--- src/rtl/sfr_pkg.sv ---
package sfr_pkg;

	localparam int unsigned MAX_PAYLOAD_DEF = 1024;
	localparam int unsigned QDEPTH = 4;
	localparam int unsigned LEN_W = 11;
	localparam int unsigned TDATA_W = 32;

	localparam logic [7:0] FLAG_BYTE = 8'h7E;
	localparam logic [7:0] ESC_BYTE  = 8'h7D;
	localparam logic [7:0] ADDR_BYTE = 8'h03;
	localparam logic [7:0] CTRL_SEQ0 = 8'h00;
	localparam logic [7:0] CTRL_SEQ1 = 8'h40;
	localparam logic [7:0] CTRL_DISC = 8'h0B;
	localparam logic [7:0] ESC_FLAG  = 8'h5E;
	localparam logic [7:0] ESC_ESC   = 8'h5D;
	localparam logic [7:0] RR0       = 8'h05;
	localparam logic [7:0] RR1       = 8'h85;
	localparam logic [7:0] REJ0      = 8'h01;
	localparam logic [7:0] REJ1      = 8'h81;

	typedef enum logic [2:0] {
		K_PAYLOAD  = 3'd0,
		K_ACCEPT   = 3'd1,
		K_FAIL     = 3'd2,
		K_DUP      = 3'd3,
		K_DISC     = 3'd4,
		K_EMPTY    = 3'd5,
		K_OVERFLOW = 3'd6
	} kind_t;

	// One result as it waits in the queue; the reply byte is rebuilt from seq.
	typedef struct packed {
		kind_t            kind;
		logic [7:0]       data;
		logic             seq;
		logic [LEN_W-1:0] len;
		logic             last;
	} cmd_t;

	// Up to two results written by the front in one cycle, c0 first.
	typedef struct packed {
		logic v0;
		logic v1;
		cmd_t c0;
		cmd_t c1;
	} push_t;

endpackage

--- src/rtl/sfr_front.sv ---
module sfr_front import sfr_pkg::*; #(
	parameter int unsigned MAX_PAYLOAD = MAX_PAYLOAD_DEF
) (
	input  logic       clk,
	input  logic       arst_n,
	input  logic [7:0] in_byte,
	input  logic       take,
	output push_t      push
);

	localparam int unsigned CW = $clog2(MAX_PAYLOAD + 1);

	typedef enum logic [5:0] {
		PH_HUNT = 6'b000001,
		PH_FLAG = 6'b000010,
		PH_ADDR = 6'b000100,
		PH_CTRL = 6'b001000,
		PH_BODY = 6'b010000,
		PH_ESC  = 6'b100000
	} phase_t;

	typedef struct packed {
		logic [7:0]    held;
		logic          hv;
		logic [7:0]    x;
		logic [CW-1:0] cnt;
	} body_t;

	typedef struct packed {
		body_t      st;
		logic       emit;
		logic       ovf;
		logic [7:0] data;
	} pres_t;

	phase_t phase_q, phase_d;
	logic   fseq_q, fseq_d;
	logic   eseq_q, eseq_d;
	body_t  body_q, body_d;
	pres_t  p1, p2;

	// A body byte is held back one place so that the trailing check byte never leaves.
	function automatic pres_t push_body(body_t s, logic [7:0] b);
		pres_t r;
		r = '0;
		r.st = s;
		if (s.hv) begin
			if (s.cnt >= CW'(MAX_PAYLOAD)) begin
				r.emit = 1'b1;
				r.ovf = 1'b1;
				r.st.hv = 1'b0;
			end else begin
				r.emit = 1'b1;
				r.data = s.held;
				r.st.x = s.x ^ s.held;
				r.st.cnt = s.cnt + 1'b1;
			end
		end
		if (!r.ovf) begin
			r.st.held = b;
			r.st.hv = 1'b1;
		end
		return r;
	endfunction

	function automatic cmd_t mk_cmd(kind_t k, logic [7:0] d, logic s, logic [LEN_W-1:0] l);
		cmd_t c;
		c.kind = k;
		c.data = d;
		c.seq = s;
		c.len = l;
		c.last = 1'b0;
		return c;
	endfunction

	function automatic cmd_t body_cmd(pres_t r);
		return mk_cmd(r.ovf ? K_OVERFLOW : K_PAYLOAD, r.data, 1'b0, '0);
	endfunction

	always_comb begin
		phase_d = phase_q;
		fseq_d = fseq_q;
		eseq_d = eseq_q;
		body_d = body_q;
		push = '0;
		p1 = '0;
		p2 = '0;
		unique case (phase_q)
			PH_HUNT: begin
				phase_d = (in_byte == FLAG_BYTE) ? PH_FLAG : PH_HUNT;
			end
			PH_FLAG: begin
				if (in_byte == ADDR_BYTE) begin
					phase_d = PH_ADDR;
				end else if (in_byte == FLAG_BYTE) begin
					push.v0 = 1'b1;
					push.c0 = mk_cmd(K_EMPTY, 8'h00, 1'b0, '0);
					phase_d = PH_HUNT;
				end else begin
					phase_d = PH_HUNT;
				end
			end
			PH_ADDR: begin
				if (in_byte == CTRL_SEQ0 || in_byte == CTRL_SEQ1) begin
					fseq_d = (in_byte == CTRL_SEQ1);
					phase_d = PH_CTRL;
				end else if (in_byte == CTRL_DISC) begin
					push.v0 = 1'b1;
					push.c0 = mk_cmd(K_DISC, 8'h00, 1'b0, '0);
					phase_d = PH_HUNT;
				end else if (in_byte == FLAG_BYTE) begin
					phase_d = PH_FLAG;
				end else begin
					phase_d = PH_HUNT;
				end
			end
			PH_CTRL: begin
				if (in_byte == (ADDR_BYTE ^ (fseq_q ? CTRL_SEQ1 : CTRL_SEQ0))) begin
					if (fseq_q == eseq_q) begin
						body_d = '0;
						phase_d = PH_BODY;
					end else begin
						push.v0 = 1'b1;
						push.c0 = mk_cmd(K_DUP, 8'h00, eseq_q, '0);
						phase_d = PH_HUNT;
					end
				end else if (in_byte == FLAG_BYTE) begin
					phase_d = PH_FLAG;
				end else begin
					phase_d = PH_HUNT;
				end
			end
			PH_BODY: begin
				if (in_byte == ESC_BYTE) begin
					phase_d = PH_ESC;
				end else if (in_byte == FLAG_BYTE) begin
					push.v0 = 1'b1;
					if (body_q.hv && body_q.held == body_q.x) begin
						eseq_d = ~eseq_q;
						push.c0 = mk_cmd(K_ACCEPT, 8'h00, ~eseq_q, LEN_W'(body_q.cnt));
					end else begin
						push.c0 = mk_cmd(K_FAIL, 8'h00, eseq_q, '0);
					end
					body_d.hv = 1'b0;
					phase_d = PH_HUNT;
				end else begin
					p1 = push_body(body_q, in_byte);
					body_d = p1.st;
					push.v0 = p1.emit;
					push.c0 = body_cmd(p1);
					if (p1.ovf) begin
						phase_d = PH_HUNT;
					end
				end
			end
			PH_ESC: begin
				phase_d = PH_BODY;
				if (in_byte == ESC_FLAG || in_byte == ESC_ESC) begin
					p1 = push_body(body_q, (in_byte == ESC_FLAG) ? FLAG_BYTE : ESC_BYTE);
					body_d = p1.st;
					push.v0 = p1.emit;
					push.c0 = body_cmd(p1);
					if (p1.ovf) begin
						phase_d = PH_HUNT;
					end
				end else begin
					// An unknown escape pair passes through as both bytes.
					p1 = push_body(body_q, ESC_BYTE);
					if (p1.ovf) begin
						body_d = p1.st;
						push.v0 = 1'b1;
						push.c0 = body_cmd(p1);
						phase_d = PH_HUNT;
					end else begin
						p2 = push_body(p1.st, in_byte);
						body_d = p2.st;
						if (p1.emit) begin
							push.v0 = 1'b1;
							push.c0 = body_cmd(p1);
							push.v1 = p2.emit;
							push.c1 = body_cmd(p2);
						end else begin
							push.v0 = p2.emit;
							push.c0 = body_cmd(p2);
						end
						if (p2.ovf) begin
							phase_d = PH_HUNT;
						end
					end
				end
			end
			default: begin
				phase_d = PH_HUNT;
			end
		endcase
		if (push.v1) begin
			push.c1.last = 1'b1;
		end else if (push.v0) begin
			push.c0.last = 1'b1;
		end
		if (!take) begin
			push.v0 = 1'b0;
			push.v1 = 1'b0;
		end
	end

	always_ff @(posedge clk or negedge arst_n) begin
		if (!arst_n) begin
			phase_q <= PH_HUNT;
			fseq_q <= 1'b0;
			eseq_q <= 1'b0;
			body_q <= '0;
		end else if (take) begin
			phase_q <= phase_d;
			fseq_q <= fseq_d;
			eseq_q <= eseq_d;
			body_q <= body_d;
		end
	end

endmodule

--- src/rtl/sfr_queue.sv ---
module sfr_queue import sfr_pkg::*; (
	input  logic  clk,
	input  logic  arst_n,
	input  push_t push,
	output logic  room,
	input  logic  pop,
	output logic  head_valid,
	output cmd_t  head
);

	localparam int unsigned AW = $clog2(QDEPTH);
	localparam int unsigned CNT_W = AW + 1;

	cmd_t             mem_q [QDEPTH];
	logic [AW-1:0]    wptr_q;
	logic [AW-1:0]    rptr_q;
	logic [CNT_W-1:0] count_q;
	logic [AW-1:0]    wptr1;

	assign wptr1 = AW'(wptr_q + 1'b1);
	// Room for the worst case of two results from the next byte.
	assign room = (count_q <= CNT_W'(QDEPTH - 2));
	assign head_valid = (count_q != '0);
	assign head = mem_q[rptr_q];

	always_ff @(posedge clk) begin
		if (push.v0) begin
			mem_q[wptr_q] <= push.c0;
		end
		if (push.v1) begin
			mem_q[wptr1] <= push.c1;
		end
	end

	always_ff @(posedge clk or negedge arst_n) begin
		if (!arst_n) begin
			wptr_q <= '0;
			rptr_q <= '0;
			count_q <= '0;
		end else begin
			wptr_q <= AW'(wptr_q + CNT_W'(push.v0) + CNT_W'(push.v1));
			if (pop) begin
				rptr_q <= AW'(rptr_q + 1'b1);
			end
			count_q <= CNT_W'(count_q + CNT_W'(push.v0) + CNT_W'(push.v1) - CNT_W'(pop));
		end
	end

endmodule

--- src/rtl/sfr_back.sv ---
module sfr_back import sfr_pkg::*; (
	input  logic               clk,
	input  logic               arst_n,
	input  logic               head_valid,
	input  cmd_t               head,
	output logic               pop,
	output logic               m_tvalid,
	input  logic               m_tready,
	output logic [TDATA_W-1:0] m_tdata,
	output logic               m_tlast
);

	logic               tvalid_q;
	logic [TDATA_W-1:0] tdata_q;
	logic               tlast_q;
	logic               rv;
	logic [7:0]         rc;

	always_comb begin
		rv = 1'b0;
		rc = 8'h00;
		unique case (head.kind) inside
			K_ACCEPT, K_DUP: begin
				rv = 1'b1;
				rc = head.seq ? RR1 : RR0;
			end
			K_FAIL: begin
				rv = 1'b1;
				rc = head.seq ? REJ1 : REJ0;
			end
			default: begin
				rv = 1'b0;
				rc = 8'h00;
			end
		endcase
	end

	assign pop = head_valid && (!tvalid_q || m_tready);

	always_ff @(posedge clk or negedge arst_n) begin
		if (!arst_n) begin
			tvalid_q <= 1'b0;
		end else if (pop) begin
			tvalid_q <= 1'b1;
		end else if (m_tready) begin
			tvalid_q <= 1'b0;
		end
	end

	always_ff @(posedge clk) begin
		if (pop) begin
			tdata_q <= TDATA_W'({head.len, rc, rv, head.data, head.kind});
			tlast_q <= head.last;
		end
	end

	assign m_tvalid = tvalid_q;
	assign m_tdata = tdata_q;
	assign m_tlast = tlast_q;

endmodule

--- src/rtl/stuffed_frame_receiver.sv ---
// Byte-stuffed frame receiver with stop-and-wait sequencing. It takes one line byte per
// cycle on the slave side while the queue has room and writes up to two results per
// byte into a four-entry queue; the master side drains the queue through an output
// register at one result per cycle while m_tready is high. Each result passes through
// the queue and then the output register. The slave side is ready whenever the queue
// has room for two results, so a steady stream of one byte per cycle runs without
// stalls while the master side keeps up; a byte that ends an unknown escape pair can
// make two results, and the output rate of one result per cycle then sets the pace.
// Payload bytes leave one byte late so that the trailing check byte is never passed on.
module stuffed_frame_receiver import sfr_pkg::*; #(
	parameter int unsigned MAX_PAYLOAD = MAX_PAYLOAD_DEF
) (
	input  logic               clk,
	input  logic               arst_n,
	input  logic               s_tvalid,
	output logic               s_tready,
	input  logic [7:0]         s_tdata,   // [7:0] rx_byte
	output logic               m_tvalid,
	input  logic               m_tready,
	// [2:0] kind, [10:3] data_byte, [11] reply_valid, [19:12] reply_control,
	// [30:20] frame_length, [31] zero
	output logic [TDATA_W-1:0] m_tdata,
	output logic               m_tlast
);

	push_t push;
	logic  room;
	logic  pop;
	logic  head_valid;
	cmd_t  head;

	assign s_tready = room;

	sfr_front #(
		.MAX_PAYLOAD(MAX_PAYLOAD)
	) u_front (
		.clk    (clk),
		.arst_n (arst_n),
		.in_byte(s_tdata),
		.take   (s_tvalid && room),
		.push   (push)
	);

	sfr_queue u_queue (
		.clk       (clk),
		.arst_n    (arst_n),
		.push      (push),
		.room      (room),
		.pop       (pop),
		.head_valid(head_valid),
		.head      (head)
	);

	sfr_back u_back (
		.clk       (clk),
		.arst_n    (arst_n),
		.head_valid(head_valid),
		.head      (head),
		.pop       (pop),
		.m_tvalid  (m_tvalid),
		.m_tready  (m_tready),
		.m_tdata   (m_tdata),
		.m_tlast   (m_tlast)
	);

endmodule

--- config.mk ---
export PLATFORM = sky130hd
export DESIGN_NAME = stuffed_frame_receiver
export DESIGN_NICKNAME = d
export VERILOG_FILES = /design/src/rtl/sfr_pkg.sv /design/src/rtl/sfr_front.sv /design/src/rtl/sfr_queue.sv /design/src/rtl/sfr_back.sv /design/src/rtl/stuffed_frame_receiver.sv
export SDC_FILE = /design/constraint.sdc
export NUM_CORES = 1
export LEC_CHECK = 0
export BUFFER_PORTS_ARGS = -buffer_cell sky130_fd_sc_hd__buf_2
export CAP_MARGIN = 10
export CORE_MARGIN = 5
export CORE_UTILIZATION = 27
export DETAILED_ROUTE_END_ITERATION = 7
export SLEW_MARGIN = 10
export SYNTH_ARGS = -nofsm -noshare
export SYNTH_HDL_FRONTEND = slang
export SYNTH_SLANG_ARGS = --single-unit
--- constraint.sdc ---
create_clock -name clk -period 6.24 [get_ports clk]
set_input_delay 0.936 -clock clk [delete_from_list [all_inputs] [get_ports clk]]
set_output_delay 0.936 -clock clk [all_outputs]
set_load 0.005 [all_outputs]
== Yosys cells after proc, flatten, opt, wreduce, memory -nomap -nowiden ==
Memories as Yosys holds them, arrays and structs flattened.
Cells that the tools add are included.
Word-level totals
  ROM bits: 0
  memories: 1
  bits in latches: 0
  RAM bits: 96
  input port bits: 12
  flip-flop bits (word level): 76
Memory list
  u_queue.mem_q: words 4, bits a word 24, read ports 1, clocked after memory_dff 0, write ports 2, RTL line sfr_queue.sv:14  | cmd_t mem_q [QDEPTH];
Operators by class
  muxes and demuxes: 101
  equal/unequal tests: 26
  $add $sub $neg: 9
  shift-type cells: 0
  div/mod/pow operators: 0
  multipliers: 0
  bitwise operators: 5
  reductions and logical operators: 19
  order comparisons: 3
Operators by type and width (count)
  two-way mux 30 bit: 12
  two-way mux 24 bit: 14
  two-way mux 28 bit: 5
  case mux 24 bit (5 select lines): 1
  case mux 28 bit (3 select lines): 1
  two-way mux 19 bit: 3
  two-way mux 9 bit: 6
  two-way mux 23 bit: 2
  two-way mux 6 bit: 7
  == test 8 x 7 -> 1 bit (second input constant): 5
  two-way mux 8 bit: 5
  case mux 6 bit (6 select lines): 1
  two-way mux 1 bit: 30
  adder 11 x 1 -> 11 bit (second input constant): 2
  greater-or-equal comparator 11 bit (second input constant): 2
  two-way mux 5 bit: 4
  == test 8 bit: 2
  case mux 8 bit (2 select lines): 1
  bitwise XOR 8 bit: 2
  two-way mux 3 bit: 4
  AND reduction 5 bit: 2
  == test 8 x 2 -> 1 bit (second input constant): 1
  == test 8 x 4 -> 1 bit (second input constant): 1
  zero test 8 bit: 1
  other kinds (34): 49

== Depth between registers and ports, before layout ==
Gate-level depths: netlist of the first run.
  word-level depth: 22
  gate-level depth with buffers: 11
  gate-level depth less buffers: 10

== By module ==
From an unflattened synthesis of the first run, not the netlist that was laid out.
Unflattened totals
  cells, all modules: 791
  area, all modules: 9615.5 µm²
Modules (own cells, without submodules)
  sfr_queue: area each 5039.8 µm², instances 1, sequential area each 3057.9 µm², cells an instance 267
  sfr_front: area each 3652.3 µm², instances 1, sequential area each 902.1 µm², cells an instance 481
  sfr_back: area each 917.1 µm², instances 1, sequential area each 805.8 µm², cells an instance 42
  stuffed_frame_receiver: area each 6.3 µm², instances 1, sequential area each 0.0 µm², cells an instance 1

== Least setup slack after synthesis of the first run ==
Ideal clock, no wire load.
  kind: input port to flip-flop
  from: in m_tready
  to: reg u_queue.count_q[2]
  setup slack: 2.334 ns
  cell stages on the path: 7
  buffers on the path: 0
  required time: 6.117 ns
  arrival time: 3.783 ns
  path through: inv_1 > a21oi_1 > ha_1 > inv_1 > fa_1 > fa_1 > xnor2_1
Between the ends
  word-level cells in the longest chain between the ends: 3
Ends and longest elaborated chain
  start: declaration: RTL line stuffed_frame_receiver.sv:19  | input logic m_tready,
  logical OR 1 bit: RTL line sfr_back.sv:38  | assign pop = head_valid && (!tvalid_q || m_tready);
  logical AND 1 bit: RTL line sfr_back.sv:38
  via pop: RTL line stuffed_frame_receiver.sv:28  | logic pop;
  subtractor 3 x 1 -> 3 bit: RTL line sfr_queue.sv:45  | count_q <= CNT_W'(count_q + CNT_W'(push.v0) + CNT_W'(push.v1) - CNT_W'(pop));
  end signal: assignment: RTL line sfr_queue.sv:45
  end: declaration: RTL line sfr_queue.sv:17  | logic [CNT_W-1:0] count_q;
The timed path passes the listed nets, and every way through them passes these cells.
A chain may end at the register's enable or synchronous reset.

== Final worst setup path of the first run ==
  from: reg u_front.phase_q[1]
  to: reg u_queue.count_q[2]
Between the ends
  word-level cells in the longest chain between the ends: 6
  elaborated cells on any way between the ends: 11
  those cells by class: 3 x add/sub; 5 x eq/ne; 3 x mux
Ends and longest elaborated chain
  start: declaration: RTL line sfr_front.sv:36  | phase_t phase_q, phase_d;
  start signal: assignment: RTL line sfr_front.sv:214  | phase_q <= phase_d;
  == test 6 bit, or another cell as far along: RTL line sfr_front.sv:88  | unique case (phase_q)
  case mux 1 bit (5 select lines): RTL line sfr_front.sv:88
  two-way mux 2 bit (*): RTL line sfr_front.sv:201  | if (!take) begin
  adder 3 x 1 -> 3 bit: RTL line sfr_queue.sv:45
  adder 3 x 1 -> 3 bit (*): RTL line sfr_queue.sv:45
  subtractor 3 x 1 -> 3 bit (*): RTL line sfr_queue.sv:45
Every way passes the cells marked *; elsewhere a longest branch is shown, timed or not.

==> flow_summary.toml, run 1 <==
[run_status]
status = "finished, final reports clean"

[drt]
drt.antenna.violating_nets = 0
met2_length_mm = 10.3
vias = 6791
drt_pass1_iterations = 5
top_layer = "met4"
vias_per_cell = 5.31
drt_iter0_drc = 744
wl_met1_mm = 10.6
drc = 0
wl_per_cell_um = 17.7
route.met3.wl_mm = 1.35
drt-total-wl_mm = 22.6

[worst_setup_path]
cp.arrival_ps = 4470
slowest_delay_ps = 990
crit_buf_inv = 1
worst_setup_path_start_kind = "flop"
end_kind = "flop"
crit_family = "simple AND/OR/NAND/NOR gates"
worstPathCellList = "nor4_2, nand2_1, nor3_1, nor3_1, nand2b_1, ha_1, inv_1, fa_1, fa_1, xnor2_1"
path_class = "flop to flop"
cp.required_ps = 6570
cp_slowest_cell = "nor3_1"
critPathMaxFanout = 12

[pwr]
pwr-share-comb_pct = 14.6
p_leak_nw = 3.56
ir_drop_v = 0.000168
power_frac_seq_pct = 46.3
p_per_area_nw_per_um2 = 282
clock_power_share_pct = 39.1
p_sw_uw = 761
swShare_pct = 27.7
p_int_mw = 1.98
p_total_mw = 2.75

[timing]
tns_ps = 0
worst_pin_slew_ps = 1090
fin_ws_ps = 2090
max_freq_mhz = 241
max-slew-margin-rel_pct = 26.8
hold_viol = 0
finalSetupViolCount = 0
slew_violations = 0
min_period_over_period_pct = 66.4
fin_worst_skew_ps = 9.21
rsz0062_at_grt = "no"
period_minus_slack_ps = 4150

[clock_network]
cts.clk_slew.worst_paths_ps = 70
cts_resized = 0
htreeDepth = 4
clock_sinks = 167
hold_buffers = 0
clockRootBuffer = "clkbuf_16"
numCtsBuffers = 17
clk_latency_ps = 440
post_cts_buffers = 0
cts_tree = "built"
cts.path.max_buffers = 2

[layout]
layout_commonest_cell = "o21ai_0"
most-common-layout-cells = "o21ai_0, nand2_1, nand3_1, edfxtp_1, dfxtp_1"
drive_gt1_share_pct = 14.7
finish.net_count = 884
area_delta_synth_final_pct = 13.8
n_fill_cell = 3238
diodes = 0
postLayoutCoreUtil_pct = 31.0

[grt]
grt_pass1_wl_mm = 36.4
grt_max_degree = 45
grt_overflow = 0
antenna_found_initial = 0
grt_pass1_vias = 6540
track_usage_pct = 12.8

[synth]
synth_compound_area_share_pct = 16.9
synth-edff-count = 71
ys_seq_area_share_pct = 50.0
muxShareOfSynthArea_pct = 6.80
synth_fa_ha_area_share_pct = 1.58
syn_inst = 852
ys_ff_latch = 167
ys.flop_type = "edfxtp_1"
yosys_warnings = 0
syn_area_per_cell_um2 = 10.0
synth_top_family_by_area = "simple AND/OR/NAND/NOR gates"
synth_simple_gate_area_share_pct = 17.9
synth.distinct_cells = 75
netlist_area_um2 = 8550
synth-xor-area-share_pct = 2.46
async_flop_share_pct = 26.3

[min_path]
hold_class = "flop to flop"

[die]
fp.dieW_um = 188
start_util_pct = 27.2
std_cell_rows = 65
ios = 47
die_y_um = 188
core_um2 = 31400
fp.dieArea_um2 = 35300

[placed_design]
pre_cts_ws_ps = 1860
detailedPlacementHpwl_mm = 15.6
portBuffers = 40
gp_congestion = 0.868

[flow_run]
cap_viol_max_count = 0
## tightest hold or removal path: stages, from the launching register on
cell and delay [ps]:
dfxtp_1 310, nand3_1 50, o21ai_0 60
## path summary, 6_finish.rpt
path / startpoint / slack [ps] / cells after the start / to
setup / recovery: u_front.phase_q[1]$_DFFE_PN0P_ / 2090 / 10 / u_queue.count_q[2]$_DFF_PN0_
hold / removal: u_queue.mem_q[0][21]$_SDFFE_PP0P_ / 470 / 2 / u_queue.mem_q[0][21]$_SDFFE_PP0P_
setup reg to reg: u_front.phase_q[1]$_DFFE_PN0P_ / 2090 / 10 / u_queue.count_q[2]$_DFF_PN0_
hold reg to reg: u_queue.mem_q[0][21]$_SDFFE_PP0P_ / 470 / 2 / u_queue.mem_q[0][21]$_SDFFE_PP0P_
max in group asynchronous: arst_n / 5220 / 2 / u_front.body_q[13]$_DFFE_PN0P_
min in group asynchronous: arst_n / 590 / 2 / u_front.phase_q[3]$_DFFE_PN0P_
## synth_stat cells (all sizes together) (3+ instances only)
cell    number  area [µm²]
dfrtp       43        1080
buf         20         111
a31oi       20         125
o211ai       5        37.5
nor2b       10        62.6
nor3b        3        22.5
a22o         5        43.8
nand2b       9        56.3
xnor2       18         158
o21ai      127         639
nand2       81         304
nor2        42         158
o22ai       10        62.6
o311ai       6        52.6
fa           3        60.1
and4b        6        60.1
a32oi        3        26.3
nand4        7        43.8
dfxtp       52        1040
edfxtp      71        2130
xor2         6        52.6
nor3        11        60.1
or2          3        18.8
nand3       77         385
or3          6        42.5
nor4        15         106
ha           6        75.1
a21oi       23         115
mux2i        3        30.0
clkbuf      44         165
mux4        24         541
and2         6        37.5
inv         24        90.1
nand3b       5        37.5
or4          7        52.6
o31ai        9        67.6
## cell families (layout without fill, tap and decap cells)
family          after synthesis  count (layout)
simple gates                297             297
compound gates              238             238
flops                       167             167
buf+inv                      88             107
mux                          28              28
xor+xnor                     24              24
fa+ha+maj                     9               9
other cells                   1               6
## layer usage
| layer | track usage (%) | vias to the layer above |
|---|---|---|
| li1 | - | 3210 |
| met1 | 18.0 | 3321 |
| met2 | 20.0 | 229 |
| met3 | 2.81 | 31 |
| met4 | 3.13 | 0 |
| met5 | 0 | - |
## metrics by stage
step | cell area, µm² | hold WS [ps] | cells
2_1_floorplan | 8570 | 438 | 857
3_3_place_gp | 9140 | 448 | 1246
3_5_place_dp | 9140 | 456 | 1246
4_1_cts | 9730 | 472 | 1278
5_1_grt | 9730 | 496 | 1278
6_report | 9730 | 472 | 1278
## layout make-up
class                      count  area (µm²)  share of cell area [%]
tap                          402         503                    5.17
inverter                      24        90.1                   0.926
clock inverter                14         158                    1.62
clock buffer                  18         439                    4.51
sequential                   167        4280                    43.9
multi-input combinational    602        3990                    40.9
timing repair buffer          51         283                    2.91
## power by group through the flow
stage               combinational, mW  clock (mW)  sequential (mW)
global placement                0.410           0             1.30
finish                          0.401        1.07             1.27
global route                    0.447        1.15             1.28
detailed placement              0.417           0             1.30
floorplan                       0.281           0             1.28
CTS                             0.417        1.10             1.27
## registers in the layout (all words and copies together), names as in the netlist, 2 cells and up
name             count
u_back.m_tdata      26
u_front.body_q      28
u_front.phase_q      6
u_queue.count_q      3
u_queue.mem_q       96
u_queue.rptr_q       2
u_queue.wptr_q       2
Note: power is estimated with default switching activity, not from simulation.
==> run 2, diff against run 1 <==
==> constraint.sdc (replaced) <==
create_clock -name clk -period 4 [get_ports clk]
set_input_delay 0.6 -clock clk [delete_from_list [all_inputs] [get_ports clk]]
set_output_delay 0.6 -clock clk [all_outputs]
set_load 0.005 [all_outputs]
==> run 2 against run 1 <==
  * Clock-buffer cell count up 1
  * Maximum frequency grew 26%
  * First-iteration DRC count decreased by 13%
  * Final cell count up 1.1%
  * Clock power is 54% higher
  * Die area stayed put
  * Combinational power up 62%
  * Critical path depth up 1
  * Flip-flop and latch count unchanged
  * Global-route usage grew 0.085 points
  * Via count grew 1.0%
  * Clock skew increased by 5.3 ps
  * Largest cell class unchanged
  * Highest routed layer unchanged
==> flow_summary.toml, run 2 (synthesis results as in run 1) <==
[timing]
hold_viol = 0
slew_violations = 0
max_freq_mhz = 303
worst_pin_slew_ps = 845
finalSetupViolCount = 0
max-slew-margin-rel_pct = 43.7
period_minus_slack_ps = 3300
tns_ps = 0
rsz0062_at_grt = "no"
min_period_over_period_pct = 82.6
fin_worst_skew_ps = 14.5

[clock_network]
clockRootBuffer = "clkbuf_16"
cts_tree = "built"
cts_resized = 0
post_cts_buffers = 0
numCtsBuffers = 17
htreeDepth = 4
clock_sinks = 167
hold_buffers = 0
clk_latency_ps = 440
cts.path.max_buffers = 2
cts.clk_slew.worst_paths_ps = 70

[pwr]
p_per_area_nw_per_um2 = 441
power_frac_seq_pct = 46.9
p_sw_mw = 1.19
swShare_pct = 27.6
ir_drop_v = 0.000285
p_total_mw = 4.33
p_leak_nw = 3.57
pwr-share-comb_pct = 15.0
clock_power_share_pct = 38.2
p_int_mw = 3.13

[layout]
largest_reg_flops = 96
area_delta_synth_final_pct = 14.8
layout_commonest_cell = "o21ai_0"
drive_gt1_share_pct = 16.0
diodes = 0
finish.net_count = 898
top_register = "u_queue.mem_q"
most-common-layout-cells = "o21ai_0, nand2_1, nand3_1, edfxtp_1, dfxtp_1"

[die]
core_um2 = 31400
fp.dieW_um = 188
ios = 47
std_cell_rows = 65
start_util_pct = 27.2
fp.dieArea_um2 = 35300
die_y_um = 188

[worst_setup_path]
path_class = "flop to flop"
cp.arrival_ps = 3620
worstPathCellList = "nor4_2, nand2_1, nor3_1, buf_4, nor3_1, nand2b_1, ha_1, inv_1, fa_1, fa_1, xnor2_1"
slowest_delay_ps = 600
cp.required_ps = 4310
critPathMaxFanout = 8
worst_setup_path_start_kind = "flop"
crit_buf_inv = 2
crit_family = "simple AND/OR/NAND/NOR gates"
end_kind = "flop"
cp_slowest_cell = "nor4_2"

[placed_design]
gp_congestion = 0.878
portBuffers = 40
detailedPlacementHpwl_mm = 15.6

[drt]
wl_per_cell_um = 17.8
drt_iter0_drc = 651
drt_pass1_iterations = 5
drt-total-wl_mm = 23.0
vias_per_cell = 5.31
vias = 6859
drt.antenna.violating_nets = 0
drc = 0

[grt]
grt_pass1_vias = 6525
track_usage_pct = 12.8
grt_overflow = 0
grt_max_degree = 45
grt_pass1_wl_mm = 36.5
antenna_found_initial = 0

[min_path]
hold_class = "input port to async pin"

[run_status]
status = "finished, final reports clean"

[flow_run]
cap_viol_max_count = 0
-- run 2: cell count changes in the layout (fill, tap and decap cells not counted), sizes merged --
cell / previous run / this run
clkbuf: 18 / 19
clkinvlp: 2 / 0
inv: 32 / 33
buf: 51 / 65
-- run 2: cell type report --
class                           count  area (µm²)
Multi-Input combinational cell    602        3990
Fill cell                        3260       21600
Inverter                           24        90.1
Clock buffer                       19         443
Sequential cell                   167        4280
Clock inverter                     13         133
Tap cell                          402         503
Timing Repair Buffer               65         390
-- run 2: power by group through the flow --
stage	registers, mW	clock network, mW	logic (mW)
global placement	2.07	0	0.662
finish	2.03	1.65	0.648
CTS	2.03	1.69	0.670
floorplan	2.03	0	0.427
detailed placement	2.07	0	0.669
global route	2.05	1.76	0.719
-- run 2: worst reg2reg max path, cell delays in order, from the launching register on --
cell and delay [ps]:
dfrtp_1 450, nor4_2 600, nand2_1 140, nor3_1 250, buf_4 210, nor3_1 70
nand2b_1 180, ha_1 280, inv_1 50, fa_1 400, fa_1 410, xnor2_1 130
-- run 2: per-layer routing --
metal  track usage (%)  vias up  routed length [µm]
li1                  -     3248                   -
met1              18.1     3335               10800
met2              19.8      255               10400
met3              3.07       21                1570
met4              3.59        0                 256
met5                 0        -                   0
-- run 2: final timing paths --
kind | startpoint | endpoint | slack (ps) | cells after the start
max | u_front.phase_q[1]$_DFFE_PN0P_ | u_queue.count_q[2]$_DFF_PN0_ | 700 | 11
min | arst_n | u_front.phase_q[2]$_DFFE_PN0P_ | 180 | 1
max reg2reg | u_front.phase_q[1]$_DFFE_PN0P_ | u_queue.count_q[2]$_DFF_PN0_ | 700 | 11
min reg2reg | u_queue.mem_q[0][6]$_SDFFE_PP0P_ | u_queue.mem_q[0][6]$_SDFFE_PP0P_ | 470 | 2
max in group asynchronous | arst_n | u_front.body_q[25]$_DFFE_PN0P_ | 3370 | 1
min in group clk | m_tready | u_back.m_tvalid$_DFFE_PN0P_ | 370 | 2
-- run 2: stage by stage --
stage,setup slack [ps],std cells,cell area (µm²),util (%),hold slack [ps]
after floorplan,430,857,8570,-,304
after global placement,401,1260,9240,29.4,449
after detailed placement,366,1260,9240,29.4,462
after CTS,697,1292,9820,31.3,359
after global routing,559,1292,9820,31.3,229
final,697,1292,9820,31.3,179
